==> src/rtl/cvtp_pkg.sv <==
// Package for the constant velocity track predictor: widths, codes, state type.
// Used by every module of the block; depends on nothing.
`timescale 1ns / 1ps
`default_nettype none
package cvtp_pkg;

	localparam int MAX_OBJECTS_DEF = 8;
	localparam int OBJ_LIMIT       = 8;
	localparam int N_AXES          = 3;
	localparam int POS_W           = 32;
	localparam int TIME_W          = 32;
	localparam int ICPT_W          = 48;
	localparam int VEL_W           = 32;
	localparam int DIVIDEND_W      = 64;
	localparam int DIVISOR_W       = 32;
	localparam int SKIP_W          = 8;
	localparam int ACT_W           = 4;
	localparam int CFG_IDX_W       = 2;

	localparam logic FUNC_POSE = 1'b0;
	localparam logic FUNC_TICK = 1'b1;

	localparam logic [CFG_IDX_W-1:0] CFG_SKIP   = 2'd0;
	localparam logic [CFG_IDX_W-1:0] CFG_ACTIVE = 2'd1;

	localparam logic [1:0] ST_OK  = 2'd0;
	localparam logic [1:0] ST_FEW = 2'd1;
	localparam logic [1:0] ST_EQT = 2'd2;

	typedef enum logic [3:0] {
		S_IDLE,
		S_LOAD,
		S_MUL1,
		S_MUL2,
		S_ISUB,
		S_IDIV,
		S_ISAT,
		S_VSET,
		S_VDIV,
		S_VSAT,
		S_EMIT
	} cvtp_state_t;

endpackage
`default_nettype wire

==> src/rtl/cvtp_div.sv <==
// Restoring radix-2 unsigned divider, one quotient bit per cycle.
// Depends on cvtp_pkg for the operand widths.
`timescale 1ns / 1ps
`default_nettype none
module cvtp_div
	import cvtp_pkg::*;
(
	input  wire logic                  clk,
	input  wire logic                  arst_n,
	input  wire logic                  start,
	input  wire logic [DIVIDEND_W-1:0] dividend,
	input  wire logic [DIVISOR_W-1:0]  divisor,
	output logic                       done,
	output logic [DIVIDEND_W-1:0]      quotient
);
	localparam int CNT_W = $clog2(DIVIDEND_W);

	logic                  busy_q, done_q;
	logic [CNT_W-1:0]      cnt_q;
	logic [DIVISOR_W-1:0]  rem_q, div_q;
	logic [DIVIDEND_W-1:0] quo_q;
	logic [DIVISOR_W:0]    shifted, trial;
	logic                  ge;

	always_comb begin
		shifted = {rem_q, quo_q[DIVIDEND_W-1]};
		ge      = (shifted >= {1'b0, div_q});
		trial   = ge ? (shifted - {1'b0, div_q}) : shifted;
	end

	always_ff @(posedge clk or negedge arst_n) begin
		if (!arst_n) begin
			busy_q <= 1'b0;
			done_q <= 1'b0;
			cnt_q  <= '0;
		end else begin
			done_q <= 1'b0;
			if (start) begin
				busy_q <= 1'b1;
				cnt_q  <= '0;
			end else if (busy_q) begin
				cnt_q <= cnt_q + 1'b1;
				if (cnt_q == CNT_W'(DIVIDEND_W - 1)) begin
					busy_q <= 1'b0;
					done_q <= 1'b1;
				end
			end
		end
	end

	always_ff @(posedge clk) begin
		if (start) begin
			rem_q <= '0;
			quo_q <= dividend;
			div_q <= divisor;
		end else if (busy_q) begin
			rem_q <= trial[DIVISOR_W-1:0];
			quo_q <= {quo_q[DIVIDEND_W-2:0], ge};
		end
	end

	assign done     = done_q;
	assign quotient = quo_q;

endmodule
`default_nettype wire

==> config.mk <==
export PLATFORM = sky130hd
export DESIGN_NAME = cvtp_div
export DESIGN_NICKNAME = d
export VERILOG_FILES = /design/src/rtl/cvtp_pkg.sv /design/src/rtl/cvtp_div.sv
export SDC_FILE = /design/constraint.sdc
export NUM_CORES = 1
export LEC_CHECK = 0
export BUFFER_PORTS_ARGS = -buffer_cell sky130_fd_sc_hd__buf_4
export CAP_MARGIN = 20
export CORE_MARGIN = 3
export CORE_UTILIZATION = 40
export DETAILED_ROUTE_END_ITERATION = 10
export RECOVER_POWER = 25
export SLEW_MARGIN = 20
export SYNTH_ARGS = -nofsm -noshare
export SYNTH_HDL_FRONTEND = slang
export SYNTH_SLANG_ARGS = --single-unit
==> constraint.sdc <==
create_clock -name clk -period 3 [get_ports clk]
set_input_delay 0.3 -clock clk [delete_from_list [all_inputs] [get_ports clk]]
set_output_delay 0.3 -clock clk [all_outputs]
set_load 0.05 [all_outputs]
-- Word-level counts from Yosys, hierarchy flattened
Index checks and enable logic that the tools add are counted.
W data, S select, Z words.
- register bits: 136
- input port bits: 99
- output and inout port bits: 65
- add/subtract/negate cells: 2
- $lt $le $gt $ge: 1
- equal/unequal tests: 1
- muxes and demuxes: 11
- reduce and logical (&&, ||, !) cells: 1
- operators with widths (cell ; number):
    $mux W64 ; 2
    $ge A33 B32 Y1 ; 1
    $mux W32 ; 1
    $sub A32 B32 Y32 ; 1
    $mux W6 ; 2
    $add A6 B1 Y6 const B ; 1
    $eq A6 B6 Y1 const B ; 1
    $mux W1 ; 6
    $reduce_bool A2 Y1 ; 1

-- Logic depth before layout (Yosys ltp)
- depth in word-level cells: 4
- mapped depth: 12
- mapped depth without buffers: 12

-- Least setup slack after synthesis
Ideal clock, no wire load.
- kind: register to register
- start point: register quo_q[63] (netlist: quotient[63])
- end point: register rem_q[28]
- setup time: 91 ps
- data arrival time: 2831 ps
- path slack: 78 ps
- cell stages (with the launch flop): 13
- path buffers: 0
- period minus slack after synthesis: 2922 ps
- path through: edfxtp_1 inv_1 ha_1 fa_1 nor2b_4 o31a_1 o21ai_2 a21oi_2 a31oi_4 o31ai_4 nor3b_2 o31ai_1 a311oi_1
- word-level cells in the longest chain between the ends: 2
- elaborated cells between the ends (all ways): 3
- those cells by class: add/sub (1); order compare (1); mux (1)
- RTL lines (what ; line ; text):
    start: declaration ; cvtp_div.sv:21 ; logic [DIVIDEND_W-1:0] quo_q;
    start signal: assignment ; cvtp_div.sv:54 ; quo_q <= dividend;
    start signal: assignment ; cvtp_div.sv:58 ; quo_q <= {quo_q[DIVIDEND_W-2:0], ge};
    $sub A32 B32 Y32 / $ge A33 B32 Y1 (equally long branches) ; cvtp_div.sv:28, cvtp_div.sv:27 ;
    $mux W32 (*) ; cvtp_div.sv:28 ; trial = ge ? (shifted - {1'b0, div_q}) : shifted;
    end signal: assignment ; cvtp_div.sv:57 ; rem_q <= trial[DIVISOR_W-1:0];
    end: declaration ; cvtp_div.sv:20 ; logic [DIVISOR_W-1:0] rem_q, div_q;
Mark *: on every way between the ends. The rest lies on a longest branch, timed or not.
A chain may end at the register's enable or synchronous reset.

-- Worst setup path in the final report
Ends and elaborated chain as after synthesis.

==> results.cfg <==
[layout]
antenna_cells = 0
area_delta_synth_final_pct = 29.0
drive_gt1_share_pct = 35.6
final_area_mm2 = 0.00931
fin_cells = 1045
register_area_mm2 = 0.00372
final_core_util_pct = 53.3
multi_input_area_mm2 = 0.00323
fin_nets = 940
nFillCells = 1573

[logic_synthesis]
synth_compound_area_share_pct = 13.9
synth-simple-area-share_pct = 9.10
synth_top_cell_area_share_pct = 39.9
synth_top_family_by_area = compound AO/OA/AOI/OAI gates
synthFlopType = edfxtp_1
synth_xor_area_share_pct = 3.15
synth.distinct_cells = 60
synth_edf_count = 96
synth_area_leaders = edfxtp_1 (40%), mux2_2 (10%), dfxtp_1 (8.9%)
yosysWarnings = 0
yosysSeqAreaShare_pct = 51.6
ys_seq_elements = 136
synth.cell_area_mm2 = 0.00722
synthCells = 633
syn-num-nets = 766
avgSynthCellArea_um2 = 11.4
synthAdderAreaFrac_pct = 6.00
synth.area.mux_share_pct = 12.4
async_reset_ff_share_pct = 5.88
synth_top_area_cell = edfxtp_1

[die]
fp-row-count = 48
start_util_pct = 41.3
ios = 164
core-area_mm2 = 0.0175
dieArea_mm2 = 0.0197
die_x_um = 140
die_y_um = 140

[setup_path]
path_class = flip-flop to flip-flop
cp-start-kind = flip-flop
reg2reg_depth = 12
reg2reg_to = rem_q[28]$_SDFFE_PP0P_
end_kind = flip-flop
required_ps = 3320
crit_arrival_ps = 3130
cp_max_fo = 4
regToRegStartpoint = quotient[63]$_DFFE_PP_
rrSetupSlack_ps = 190

[placed_design]
placed_area_mm2 = 0.00874
finalWeightedCongestion = 0.851
dp_hpwl_um = 12500
placed_cells = 1012
port_buffers = 163

[drt]
m1WireLength_um = 7470
antenna_left = 0
vias_per_cell = 5.20
drc_errors = 0
vias = 5431
dr.pass1.iters = 4
wl_met2_um = 8030
top_layer = met4
drtIter0Drc = 229
wl_per_cell_um = 16.5
wl_met3_um = 1470
wirelength_um = 17200

[cts]
cts_root_buf = clkbuf_16
postCtsSetupRepairBufs = 0
cts.htree.levels = 4
cts_tree = built
clock_latency_ps = 430
clock-sinks = 136
cts.clk_slew.worst_paths_ps = 60
clockBufferDepth = 2
cts_inserted_buffers = 17

[min_path]
hold_path_depth = 1
hold_end = div_q[28]$_DFFE_PP_
hold_start = divisor[28]
hp-class = input pin to flip-flop

[outcome]
status = finished, final reports clean

[timing]
fin_worst_skew_ps = 12.7
rsz0062_at_grt = no
max_freq_mhz = 356
drv_slew = 0
setup_tns_ps = 0
worst_pin_slew_ps = 603
fin_crit_ps = 2810
maxSlewHeadroom_pct = 59.8
hold_violations = 0
final-setup-viol-count = 0
finalCritPeriodShare_pct = 93.6

[flow_run]
cap_violations = 0

[grt]
grt_usage_pct = 18.2
grt_pass1_wl_um = 29000
grt_overflow = 0
first_global_vias = 5704
antenna_found_initial = 0
grt_max_degree = 52

[power_and_ir_drop]
powerDensity_mw_per_mm2 = 711
peakVddDrop_mv = 0.462
finalPower_mw = 6.62
p_leak_nw = 3.93
[how the worst max path moves through the flow]
stage	start	endpoint	slack (ps)	depth (start not counted)
after floorplan	quotient[63]$_DFFE_PP_	rem_q[28]$_SDFFE_PP0P_	80	12
after global placement	quotient[63]$_DFFE_PP_	rem_q[28]$_SDFFE_PP0P_	270	12
after detailed placement	quotient[63]$_DFFE_PP_	rem_q[28]$_SDFFE_PP0P_	140	12
after CTS	quotient[63]$_DFFE_PP_	rem_q[28]$_SDFFE_PP0P_	110	12
after global routing	div_q[9]$_DFFE_PP_	rem_q[16]$_SDFFE_PP0P_	3	11
final	quotient[63]$_DFFE_PP_	rem_q[28]$_SDFFE_PP0P_	190	12
[synthesized netlist by cell type, types with 5 or more instances]
cell type	instances
o21ai_0	36
nor2_1	43
a21oi_1	39
mux2i_1	16
nand2_1	47
nor3_1	6
xnor2_1	14
ha_1	33
mux2_2	65
clkbuf_1	20
a211oi_1	12
dfrtp_1	8
nand4_1	6
nand3_1	7
dfxtp_1	32
a311oi_1	10
nand2b_1	5
inv_1	46
a21o_1	7
edfxtp_1	96
xor2_1	12
[where the power goes]
group,internal [mW],total [mW],switching [mW]
Combinational,0.904,2.23,1.33
Sequential,2.28,2.43,0.154
Clock,1.14,1.96,0.817
[sequential cells by signal, summed over array words and instances, names as in the netlist]
register,cells
cnt_q,6
div_q,32
quotient,64
busy_q,1
done,1
rem_q,32
[cells by family after synthesis]
kind of cell,count (synthesis)
buf+inv,70
simple gates,138
flops,136
compound gates,148
xor+xnor,26
fa+ha+maj,34
mux,81
[metal layers]
| metal | global-route usage (%) | vias up |
|---|---|---|
| li1 | - | 2687 |
| met1 | 23.1 | 2555 |
| met2 | 28.4 | 174 |
| met3 | 7.61 | 15 |
| met4 | 5.41 | 0 |
| met5 | 0 | - |
[worst max-delay path, stage by stage, from the launching register on]
cell and delay, ps:
edfxtp_1 350, inv_1 60, ha_1 220, fa_1 440, nor2b_4 140, o31a_1 200, o21ai_2 120, a21oi_4 210
a31oi_4 160, o31ai_4 240, nor3b_2 210, o31ai_1 90, a311oi_1 270
[layout make-up]
| class | instances | area share, % |
|---|---|---|
| clock buffer | 20 | 4.69 |
| clock inverter | 12 | 1.16 |
| inverter | 46 | 1.85 |
| multi-input combinational | 427 | 34.7 |
| sequential | 136 | 40.0 |
| tap | 225 | 3.02 |
| timing repair buffer | 179 | 14.6 |
[stage by stage]
stage,setup WS [ps],hold slack (ps)
after floorplan,78.1,4.41
after global placement,269,123
after detailed placement,143,128
after CTS,113,30.0
after global routing,2.71,48.4
final,192,73.0
[what timing repair did]
action                                  4_1_cts  5_1_grt
endpoints found under the setup margin        0        4
gates resized for setup                       0        3
hold buffers                                  1        0
hold endpoints to repair                      8        0
[layout by cell type (no fill, tap or decap), types with 3 or more instances in the layout]
cell type / Yosys / layout
ha_1: 33 / 33
o21ai_0: 36 / 36
a22oi_1: 3 / 3
clkinv_2: 0 / 4
mux2i_1: 16 / 16
xnor2_1: 14 / 14
clkbuf_1: 20 / 4
o211ai_1: 4 / 4
xor2_1: 12 / 12
clkbuf_4: 0 / 32
mux2_2: 65 / 65
a21o_1: 7 / 7
nand3_1: 7 / 7
clkinvlp_4: 0 / 3
nand4_1: 6 / 6
inv_1: 46 / 45
a21boi_0: 4 / 4
dfxtp_1: 32 / 32
dfrtp_1: 8 / 8
a211oi_1: 12 / 12
o21ai_1: 4 / 4
a311oi_1: 10 / 10
nor3_1: 6 / 5
clkinv_4: 0 / 3
o31ai_1: 4 / 4
nor4_1: 4 / 3
or3_1: 4 / 4
nand2b_1: 5 / 5
nand2_1: 47 / 47
a21oi_1: 39 / 39
o21bai_1: 3 / 3
buf_4: 1 / 144
clkbuf_16: 0 / 17
nor2_1: 43 / 43
edfxtp_1: 96 / 96
Note: power is estimated with default switching activity, not from simulation.
